**src/hdl/pur_pkg.sv**
```systemverilog
package pur_pkg;

   // frame phases of one receive channel
   localparam logic [3:0] PHASE_IDLE       = 4'd0;
   localparam logic [3:0] PHASE_START      = 4'd1;
   localparam logic [3:0] PHASE_FIRST_DATA = 4'd2;
   localparam logic [3:0] PHASE_STOP       = 4'd10;

   // item kinds carried in req_tuser
   localparam logic OP_POLL = 1'b0;
   localparam logic OP_TAKE = 1'b1;

   // bit period registers, one per channel slot
   localparam int NUM_PERIOD_REGS = 4;
   localparam logic [15:0] PERIOD_RESET = 16'd104;

   typedef logic [NUM_PERIOD_REGS-1:0][15:0] period_array_type;

   // one request item
   typedef struct packed {
      logic        op;
      logic [1:0]  channel;
      logic [31:0] now;
      logic        line_level;
   } req_type;

   // one result item, last field in the lowest bits
   typedef struct packed {
      logic       start_glitch;
      logic       frame_error;
      logic       byte_done;
      logic [7:0] rx_byte;
      logic       data_waiting;
   } rsp_type;

endpackage

```
**src/hdl/pur_period_regs.sv**
```systemverilog
module pur_period_regs (
   input  logic                      clock,
   input  logic                      reset,
   input  logic                      wr_en,
   input  logic [1:0]                wr_index,
   input  logic [15:0]               wr_data,
   output pur_pkg::period_array_type periods
);

   pur_pkg::period_array_type period_ff;

   // bit period per channel, written from the csr port
   always_ff @(posedge clock) begin
      if (reset) begin
         for (int i = 0; i < pur_pkg::NUM_PERIOD_REGS; i++) begin
            period_ff[i] <= pur_pkg::PERIOD_RESET;
         end
      end else if (wr_en) begin
         period_ff[wr_index] <= wr_data;
      end
   end

   assign periods = period_ff;

endmodule

```
**src/hdl/pur_rx_state.sv**
```systemverilog
module pur_rx_state #(
   parameter int CHANNELS  = 4,
   parameter int TIME_BITS = 32
) (
   input  logic                      clock,
   input  logic                      reset,
   input  logic                      step_en,
   input  pur_pkg::req_type          req,
   input  pur_pkg::period_array_type periods,
   output pur_pkg::rsp_type          rsp
);

   localparam int ChIdxW = (CHANNELS > 1) ? $clog2(CHANNELS) : 1;

   // per-channel receive state
   logic [3:0]           phase_ff [CHANNELS];
   logic [7:0]           shift_ff [CHANNELS];
   logic [TIME_BITS-1:0] nst_ff   [CHANNELS];
   logic [7:0]           held_ff  [CHANNELS];
   logic                 wait_ff  [CHANNELS];

   logic [ChIdxW-1:0]    idx;
   logic                 ch_ok;
   logic [15:0]          period;
   logic [TIME_BITS-1:0] now_t;
   logic [3:0]           phase_in;
   logic [7:0]           shift_in;
   logic [TIME_BITS-1:0] nst_in;
   logic [7:0]           held_in;
   logic                 wait_in;
   logic                 done;
   logic                 ferr;
   logic                 glitch;

   assign idx    = req.channel[ChIdxW-1:0];
   assign ch_ok  = 32'(req.channel) < CHANNELS;
   assign period = periods[req.channel];
   assign now_t  = TIME_BITS'(req.now);

   // next state of the addressed channel
   always_comb begin
      phase_in = phase_ff[idx];
      shift_in = shift_ff[idx];
      nst_in   = nst_ff[idx];
      held_in  = held_ff[idx];
      wait_in  = wait_ff[idx];
      done     = 1'b0;
      ferr     = 1'b0;
      glitch   = 1'b0;
      if (req.op == pur_pkg::OP_TAKE) begin
         wait_in = 1'b0;
      end else if (phase_ff[idx] == pur_pkg::PHASE_IDLE) begin
         // falling line starts a frame, first sample at mid start bit
         if (!req.line_level) begin
            phase_in = pur_pkg::PHASE_START;
            nst_in   = now_t + TIME_BITS'(period >> 1);
            shift_in = 8'h00;
         end
      end else if (now_t >= nst_ff[idx]) begin
         nst_in = nst_ff[idx] + TIME_BITS'(period);
         if (phase_ff[idx] == pur_pkg::PHASE_START) begin
            if (!req.line_level) begin
               phase_in = pur_pkg::PHASE_FIRST_DATA;
            end else begin
               phase_in = pur_pkg::PHASE_IDLE;
               glitch   = 1'b1;
            end
         end else if (phase_ff[idx] >= pur_pkg::PHASE_FIRST_DATA &&
                      phase_ff[idx] < pur_pkg::PHASE_STOP) begin
            // data bits arrive lsb first
            shift_in = {req.line_level, shift_ff[idx][7:1]};
            phase_in = phase_ff[idx] + 4'd1;
         end else if (phase_ff[idx] == pur_pkg::PHASE_STOP) begin
            if (req.line_level) begin
               held_in = shift_ff[idx];
               wait_in = 1'b1;
               done    = 1'b1;
            end else begin
               ferr = 1'b1;
            end
            phase_in = pur_pkg::PHASE_IDLE;
         end else begin
            phase_in = pur_pkg::PHASE_IDLE;
         end
      end
   end

   // result of this item, all zero for a channel not present
   always_comb begin
      rsp = '0;
      if (ch_ok) begin
         rsp.data_waiting = (req.op == pur_pkg::OP_TAKE) ? wait_ff[idx] : wait_in;
         rsp.rx_byte      = held_in;
         rsp.byte_done    = done;
         rsp.frame_error  = ferr;
         rsp.start_glitch = glitch;
      end
   end

   // state update
   always_ff @(posedge clock) begin
      if (reset) begin
         for (int i = 0; i < CHANNELS; i++) begin
            phase_ff[i] <= pur_pkg::PHASE_IDLE;
            shift_ff[i] <= 8'h00;
            nst_ff[i]   <= '0;
            held_ff[i]  <= 8'h00;
            wait_ff[i]  <= 1'b0;
         end
      end else if (step_en && ch_ok) begin
         phase_ff[idx] <= phase_in;
         shift_ff[idx] <= shift_in;
         nst_ff[idx]   <= nst_in;
         held_ff[idx]  <= held_in;
         wait_ff[idx]  <= wait_in;
      end
   end

endmodule

```
**src/hdl/polled_uart_receiver_unit.sv**
```systemverilog
// channel | direction | handshake            | payload
// req     | in        | req_tvalid/req_tready | tuser: op, channel; tdata: now, line_level
// rsp     | out       | rsp_tvalid/rsp_tready | tdata: data_waiting, rx_byte, flags
// csr     | in        | csr_valid/csr_ready   | csr_index, csr_data (bit period)
//
// Each item passes an input register, then the channel state update and the
// result register in the same cycle. One item is accepted per cycle while rsp
// is not stalled; back-to-back items on one channel see the state left by the
// previous item. Reset is synchronous and clears all channel state and
// restores every bit period to 104. A stalled rsp holds its item while
// one more item waits in the input register; csr_ready is always high.
module polled_uart_receiver_unit #(
   parameter int CHANNELS  = 4,
   parameter int TIME_BITS = 32
) (
   input  logic        clock,
   input  logic        reset,
   input  logic        req_tvalid,
   output logic        req_tready,
   input  logic [39:0] req_tdata,   // now[31:0], line_level[32], zero fill
   input  logic [2:0]  req_tuser,   // op[0], channel[2:1]
   output logic        rsp_tvalid,
   input  logic        rsp_tready,
   output logic [15:0] rsp_tdata,   // data_waiting[0], rx_byte[8:1], byte_done[9],
                                    // frame_error[10], start_glitch[11], zero fill
   input  logic        csr_valid,
   output logic        csr_ready,
   input  logic [1:0]  csr_index,
   input  logic [15:0] csr_data
);

   pur_pkg::req_type          req_ff;
   pur_pkg::req_type          req_in;
   logic                      req_vld_ff;
   pur_pkg::rsp_type          rsp_ff;
   pur_pkg::rsp_type          rsp_in;
   logic                      rsp_vld_ff;
   logic                      advance;
   logic                      req_fire;
   pur_pkg::period_array_type periods;

   assign csr_ready = 1'b1;

   pur_period_regs u_periods (
      .clock    (clock),
      .reset    (reset),
      .wr_en    (csr_valid),
      .wr_index (csr_index),
      .wr_data  (csr_data),
      .periods  (periods)
   );

   // handshake: input stage moves into the result register when it is free
   assign advance    = req_vld_ff && (!rsp_vld_ff || rsp_tready);
   assign req_tready = !req_vld_ff || advance;
   assign req_fire   = req_tvalid && req_tready;

   // unpack the request item
   always_comb begin
      req_in.op         = req_tuser[0];
      req_in.channel    = req_tuser[2:1];
      req_in.now        = req_tdata[31:0];
      req_in.line_level = req_tdata[32];
   end

   // input register
   always_ff @(posedge clock) begin
      if (reset) begin
         req_vld_ff <= 1'b0;
      end else if (req_tready) begin
         req_vld_ff <= req_tvalid;
      end
   end

   always_ff @(posedge clock) begin
      if (req_fire) begin
         req_ff <= req_in;
      end
   end

   pur_rx_state #(
      .CHANNELS  (CHANNELS),
      .TIME_BITS (TIME_BITS)
   ) u_state (
      .clock   (clock),
      .reset   (reset),
      .step_en (advance),
      .req     (req_ff),
      .periods (periods),
      .rsp     (rsp_in)
   );

   // result register
   always_ff @(posedge clock) begin
      if (reset) begin
         rsp_vld_ff <= 1'b0;
      end else if (!rsp_vld_ff || rsp_tready) begin
         rsp_vld_ff <= req_vld_ff;
      end
   end

   always_ff @(posedge clock) begin
      if (advance) begin
         rsp_ff <= rsp_in;
      end
   end

   assign rsp_tvalid = rsp_vld_ff;
   assign rsp_tdata  = {4'b0000, rsp_ff};

endmodule

```
**config.mk**
```make
export PLATFORM = sky130hd
export DESIGN_NAME = polled_uart_receiver_unit
export DESIGN_NICKNAME = d
export VERILOG_FILES = /design/src/hdl/pur_pkg.sv /design/src/hdl/pur_period_regs.sv /design/src/hdl/pur_rx_state.sv /design/src/hdl/polled_uart_receiver_unit.sv
export SDC_FILE = /design/constraint.sdc
export NUM_CORES = 1
export LEC_CHECK = 0
export ABC_CLOCK_PERIOD_IN_PS = 7500
export BUFFER_PORTS_ARGS = -buffer_cell sky130_fd_sc_hd__buf_2
export CORE_UTILIZATION = 45
export DETAILED_ROUTE_END_ITERATION = 7
export PLACE_DENSITY_LB_ADDON = 0.2
export SLEW_MARGIN = 30
export SYNTH_ARGS = -nofsm -noshare
export SYNTH_HDL_FRONTEND = slang
export SYNTH_SLANG_ARGS = --single-unit
```
**constraint.sdc**
```tcl
create_clock -name clock -period 7.5 [get_ports clock]
set_clock_uncertainty 0.2 [all_clocks]
set_input_delay 0.75 -clock clock [delete_from_list [all_inputs] [get_ports clock]]
set_output_delay 0.75 -clock clock [all_outputs]
set_load 0.01 [all_outputs]
```
==> impl_metrics.json, run 1 <==
{
  "status": "completed",
  "whs_ns": 0.177,
  "maxCapViolations": 0,
  "hold_viol_final": 0,
  "via_per_inst": 5.91,
  "antenna_found_initial": 0,
  "drtIter0Drc": 1035,
  "dp_hpwl_um": 31800,
  "fin_util": 0.510,
  "dominantRegCellSynth": "edfxtp_1",
  "synth_top_area_frac": 0.444,
  "syn_area_um2": 17600,
  "remaining_drc_errors": 0,
  "yosys_warnings": 0,
  "critPathKind": "flip-flop to flip-flop",
  "required_ns": 7.57,
  "slew_viol_final": 0,
  "cts_resized": 0,
  "dieHeight_um": 200,
  "instances_no_fill": 2187,
  "overflow": 0,
  "synth_area_per_cell_um2": 11.1,
  "cp.arrival_ns": 5.59,
  "nets": 1775,
  "synth_area_leader_cell": "edfxtp_1",
  "clock_path_buffers": 3,
  "grt_max_degree": 73,
  "synth_seq_area_share": 0.521,
  "finalWorstSetupSlack_ns": 1.98,
  "drtAntennaViolNets": 0,
  "fin_area_um2": 19700,
  "synthTopCellsByArea": "edfxtp_1 (44%), mux4_2 (8.7%), dfxtp_1 (7.7%), ha_1 (4.8%), nand2_1 (4.2%)",
  "grt_pass1_wl_um": 73700,
  "postPlaceCellArea_um2": 18500,
  "htree_num_levels": 2,
  "cts_root_buffer": "clkbuf_16",
  "max-slew-margin-rel": 0.396,
  "dieArea_um2": 39900,
  "rows": 72,
  "drive_above_1_share": 0.170,
  "grt_pass1_vias": 13100,
  "cts_tree": "done",
  "layout_worst_path_cycle_share": 0.736,
  "cts_hold_buffers": 0,
  "post_cts_buffers": 0,
  "ys_ff_latch": 328,
  "place_ws_ns": 1.97,
  "fmax_ghz": 0.181,
  "routedWlPerCell_um": 21.8,
  "critPathLaunchType": "flip-flop",
  "setup-violations-final": 0,
  "dpl.cell_count": 2118,
  "crit_path_end_kind": "flip-flop",
  "hp-start": "req_tuser[0]",
  "vias": 12900,
  "ios": 85,
  "leakagePower_nw": 7.35,
  "clk_pin_slew_ns": 0.07,
  "rsz0062_at_grt": "no",
  "ir_worst_vdd_mv": 0.187,
  "min_path_type": "input port to flip-flop",
  "firstDrtPassIters": 6,
  "crit_fanout": 36,
  "clock_sinks": 328,
  "num_antenna_cells": 0,
  "async_flop_share": 0,
  "finalWirelength_um": 47600,
  "cts_made_buffers": 38,
  "area_delta_synth_final_pct": 11.9,
  "fin_crit_ns": 5.52,
  "clk_latency_ns": 0.55,
  "synth_cell_types": 85,
  "fin_setup_tns_ns": 0,
  "place_congestion": 0.898,
  "initial_core_util": 0.455,
  "grtUsageTotal": 0.245,
  "core_area_um2": 38600,
  "die_x_um": 200,
  "powerDensity_nw_per_um2": 233,
  "power_mw": 4.60,
  "multi_input_area_um2": 7820,
  "register_area_um2": 9170,
  "nFillCells": 3466,
  "worstMarginPinSlew_ns": 0.905,
  "port_buffers": 72,
  "synthesis.instances": 1582,
  "synth_edf_count": 260
}
layer usage:
layer / up-vias / wire, µm / GRT usage
li1: 5994 / - / -
met1: 6425 / 20000 / 0.314
met4: 0 / 1240 / 0.0763
met5: - / 0 / 0
met2: 423 / 23900 / 0.431
met3: 89 / 2520 / 0.0299
cell usage in the layout, fill, tap and decap left out, types with 5 or more instances in the layout:
master and instances:
a211oi_1 6, a21o_1 14, a21oi_1 113, a221o_1 6, a31oi_1 15, a32oi_1 9
and2_1 25, and3_1 10, and4_1 5, buf_2 72, buf_4 30, clkbuf_1 11
clkbuf_16 39, clkinv_1 6, conb_1 5, dfxtp_1 66, edfxtp_1 260, ha_1 67
inv_1 66, inv_2 7, mux2i_1 9, mux2i_4 8, mux4_2 68, nand2_1 197
nand2b_1 11, nand3_1 35, nand3b_1 13, nand4_1 12, nor2_1 192, nor2b_1 7
nor3_1 41, nor4_1 12, o211ai_1 10, o21a_1 11, o21ai_0 41, o221ai_1 6
or2_2 5, xnor2_1 18, xor2_1 12
power by group:
part | leakage, nW | switching (mW) | internal, mW
sequential | 3.22 | 0.0519 | 2.05
clock | 0.578 | 0.751 | 1.01
combinational | 3.55 | 0.466 | 0.266
total | 7.35 | 1.27 | 3.33
cell families after synthesis:
group | Yosys count | synth area share
buffers and inverters | 160 | 0.0380
XOR/XNOR | 30 | 0.0149
adder cells (fa/ha/maj) | 69 | 0.0499
other | 2 | 0.000427
AO/OA/AOI/OAI | 303 | 0.114
flip-flops | 328 | 0.521
multiplexers | 89 | 0.105
AND/OR/NAND/NOR | 601 | 0.157
path summary, 6_finish.rpt:
path	to	slack, ns	cells past startpoint
worst max-delay path	u_state.nst_ff[0][13]	1.98	12
worst min-delay path	req_ff[35]	0.18	1
worst max register to register	u_state.nst_ff[0][13]	1.98	12
worst min register to register	u_periods.periods[26]	0.25	2
synth_stat cells (11+ instances only):
library cell / count
edfxtp_1: 260
nor3_1: 42
xnor2_1: 18
a31oi_1: 15
mux4_2: 68
nor2_1: 192
dfxtp_1: 68
inv_1: 66
a21o_1: 14
nor4_1: 12
clkbuf_1: 59
nand3b_1: 13
xor2_1: 12
a21oi_1: 114
nand3_1: 35
nand2b_1: 15
buf_2: 13
nand4_1: 12
o21ai_0: 41
nand2_1: 199
ha_1: 67
and2_1: 25
o21a_1: 11
flip-flops by register name, summed over array words and instances (netlist names), named ones only:
register           count
u_state.shift_ff      32
u_state.phase_ff      16
u_state.wait_ff        4
req_ff                36
rsp_tdata             12
u_periods.periods     64
u_state.nst_ff       128
req_vld_ff             1
rsp_tvalid             1
u_state.held_ff       32
layout make-up:
cell class,count,area share
clock inverters,15,0.00635
flip-flops and latches,328,0.466
inverters,73,0.0139
multi-input cells,1097,0.397
well taps,518,0.0329
repair buffers,102,0.0297
clock buffers,54,0.0544
worst max-delay path, stage by stage (launching register included):
cell      delay, ns
dfxtp_4        0.90
buf_4          0.38
mux4_2         0.60
inv_1          0.13
ha_1           0.25
a21oi_1        0.13
o21ai_0        0.12
a221oi_1       0.43
o21ai_2        0.21
nor2_2         0.71
nor2_1         0.36
a221oi_1       0.69
nor2_1         0.11
No activity file was read; power rests on OpenSTA's default activity.
==> run 2: changes to the inputs <==
--- a/config.mk
+++ b/config.mk
@@ -5,7 +5,8 @@
 export SDC_FILE = /design/constraint.sdc
 export NUM_CORES = 1
 export LEC_CHECK = 0
-export ABC_CLOCK_PERIOD_IN_PS = 7500
+export ABC_AREA = 1
+export ABC_CLOCK_PERIOD_IN_PS = 4950
 export BUFFER_PORTS_ARGS = -buffer_cell sky130_fd_sc_hd__buf_2
 export CORE_UTILIZATION = 45
 export DETAILED_ROUTE_END_ITERATION = 7
==> constraint.sdc (replaced) <==
create_clock -name clock -period 4.95 [get_ports clock]
set_clock_uncertainty 0.2 [all_clocks]
set_input_delay 0.495 -clock clock [delete_from_list [all_inputs] [get_ports clock]]
set_output_delay 0.495 -clock clock [all_outputs]
set_load 0.01 [all_outputs]
==> run 2 against run 1 <==
Compared with the run above:
- critical path depth grew 7
- worst setup slack worse by 1.4 ns
- fmax grew 25%
- critical path type unchanged
- total power increased by 64%
- via count increased by 27%
- register-to-register slack got worse by 1.4 ns
- clock power increased by 59%
- count of clock-buffer cells in the layout down 13
- sequential share of layout area fell by 4.5 points
==> impl_metrics.json, run 2 <==
{
  "clk_latency_ns": 0.57,
  "layout_common_cells": "nand2_1 (637), nor2_1 (331), edfxtp_1 (260)",
  "nets": 2597,
  "area_delta_synth_final_pct": 13.4,
  "crit_fanout": 31,
  "min_path_type": "input port to flip-flop",
  "port_buffers": 72,
  "grt_max_degree": 105,
  "cp.arrival_ns": 4.51,
  "fin_crit_ns": 4.42,
  "postPlaceCellArea_um2": 20000,
  "synth_xor_area_frac": 0.0146,
  "cts_root_buffer": "clkbuf_16",
  "yosys_warnings": 0,
  "yosysMostFrequentCell": "nand2_1",
  "setup-violations-final": 0,
  "cts_made_buffers": 38,
  "synth_edf_count": 260,
  "async_flop_share": 0,
  "firstDrtPassIters": 7,
  "htree_num_levels": 2,
  "rsz0062_at_grt": "no",
  "clock_path_buffers": 3,
  "synth-adder-area-share": 0.0457,
  "fin_util": 0.518,
  "status": "completed",
  "hold_viol_final": 0,
  "routedWlPerCell_um": 18.1,
  "antenna_found_initial": 1,
  "critPathLaunchType": "flip-flop",
  "vias": 16500,
  "dp_hpwl_um": 36100,
  "max-slew-margin-rel": 0.384,
  "synth_top_family_by_area": "simple AND/OR/NAND/NOR gates",
  "synth_top_area_frac": 0.407,
  "synth_seq_area_share": 0.477,
  "dieArea_um2": 43500,
  "grt_pass1_vias": 15600,
  "dominantRegCellSynth": "edfxtp_1",
  "overflow": 0,
  "synth_area_leader_cell": "edfxtp_1",
  "fin_area_um2": 21800,
  "muxShareOfSynthArea": 0,
  "largest_register": "u_state.nst_ff",
  "synth_cell_types": 61,
  "ys_ff_latch": 328,
  "clock_sinks": 328,
  "powerDensity_nw_per_um2": 346,
  "cts_tree": "done",
  "synth_commonest_cells": "nand2_1 (643), nor2_1 (331), edfxtp_1 (260), inv_1 (194), nand3_1 (160)",
  "num_antenna_cells": 0,
  "ios": 85,
  "slowest_stage": "clkinv_2",
  "worstMarginPinSlew_ns": 0.921,
  "slew_viol_final": 0,
  "via_per_inst": 5.44,
  "drtAntennaViolNets": 0,
  "leakagePower_nw": 9.41,
  "ir_worst_vdd_mv": 0.408,
  "remaining_drc_errors": 0,
  "largest_reg_flops": 128,
  "syn_area_um2": 19200,
  "grt_pass1_wl_um": 86200,
  "synthTopCellsByArea": "edfxtp_1 (41%), nand2_1 (13%), dfxtp_1 (7.1%), nor2_1 (6.5%), ha_1 (4.4%)",
  "die_x_um": 209,
  "place_congestion": 0.942,
  "dpl.cell_count": 2908,
  "drive_above_1_share": 0.112,
  "finalWirelength_um": 54900,
  "critPathKind": "flip-flop to flip-flop",
  "dieHeight_um": 209,
  "synth_area_per_cell_um2": 8.13,
  "rows": 75,
  "layout_commonest_cell": "nand2_1",
  "synth_compound_area_frac": 0.109,
  "fin_setup_tns_ns": 0,
  "cpPeakStageDelay_ns": 0.40,
  "core_area_um2": 42000,
  "maxCapViolations": 0,
  "fmax_ghz": 0.226,
  "crit_path_end_kind": "flip-flop",
  "finalWorstSetupSlack_ns": 0.534,
  "place_ws_ns": 0.573,
  "clk_pin_slew_ns": 0.06,
  "synthesis.instances": 2363,
  "path_cells": "clkinv_2 > buf_4 > nand2_1 > o211ai_1 > nand2_2 > inv_1 > ha_1 > nand2_1 > nor2_1 > nand4_1 > nor2_1 > nand2_1 > nand2_2 > buf_4 > nand2_1 > o21ai_0 > nand3_1 > nand3_1 > nor2_1",
  "instances_no_fill": 3028,
  "reg2reg_slack_ns": 0.53,
  "synth-simple-area-share": 0.278,
  "layout_worst_path_cycle_share": 0.892,
  "critPathMostFrequentCell": "nand2_1",
  "grtUsageTotal": 0.254,
  "required_ns": 5.04,
  "initial_core_util": 0.457,
  "drtIter0Drc": 1564
}
==> run 2: cell count changes after synthesis, sizes merged, moves of 17 or more <==
cell / before / now
a21oi: 115 / 151
and2: 26 / 3
buf: 28 / 45
inv: 73 / 212
mux2i: 17 / 0
mux4: 68 / 0
nand2: 200 / 668
nand3: 35 / 178
nor2: 195 / 341
nor3: 44 / 16
o21ai: 48 / 139
==> run 2: final cells by class <==
cell class / instances / area [µm²]
Clock inverter: 26 / 260
Clock buffer: 41 / 962
Timing Repair Buffer: 166 / 1240
Fill cell: 3940 / 20300
Sequential cell: 328 / 9170
Multi-Input combinational cell: 1711 / 8650
Inverter: 217 / 822
Tap cell: 539 / 674
==> run 2: kinds of logic (layout without fill, tap and decap cells) <==
family	after synthesis	after routing
compound gates	355	355
xor+xnor	32	32
fa+ha+maj	69	69
buf+inv	327	450
flops	328	328
other cells	2	5
simple gates	1250	1250
==> run 2: metrics by stage <==
| step | power (mW) | hold WS [ns] |
|---|---|---|
| 6_report | 7.54 | 0.0295 |
| 3_3_place_gp | 4.71 | 0.235 |
| 5_1_grt | 7.87 | 0.0375 |
| 2_1_floorplan | 4.31 | 0.224 |
| 3_5_place_dp | 4.74 | 0.238 |
| 4_1_cts | 7.57 | 0.00882 |
==> run 2: worst max-delay path: cells and delay by family (launching register included) <==
family,cells,cell delay [ns]
DFF,1,0.36
adders and majority gates,1,0.29
and+or+nand+nor,12,1.75
buffers and inverters,4,1.16
AOI/OAI and AO/OA,2,0.33
==> run 2: where the power goes <==
group	internal (mW)	total (mW)	switching (mW)
clock	1.63	2.80	1.18
combinational	0.492	1.56	1.07
sequential	3.12	3.17	0.0550
==> run 2: worst paths after layout <==
kind	startpoint	endpoint	cells past startpoint
hold / removal	csr_data[8]	u_periods.periods[8]	3
setup / recovery	flip-flop	u_state.nst_ff[1][21]	19
hold reg to reg	u_periods.periods[35]	u_periods.periods[35]	2
setup reg to reg	flip-flop	u_state.nst_ff[1][21]	19
==> run 2: what timing repair did <==
action,4_1_cts,5_1_grt
hold buffers,53,0
resized for setup,0,0
buffers inserted,0,0
hold endpoints to repair,72,0
==> run 2: metal layers <==
metal,GRT usage,part of all wire
met3,0.0358,0.065
met1,0.356,0.45
met4,0.0735,0.024
met2,0.408,0.46
met5,0,0
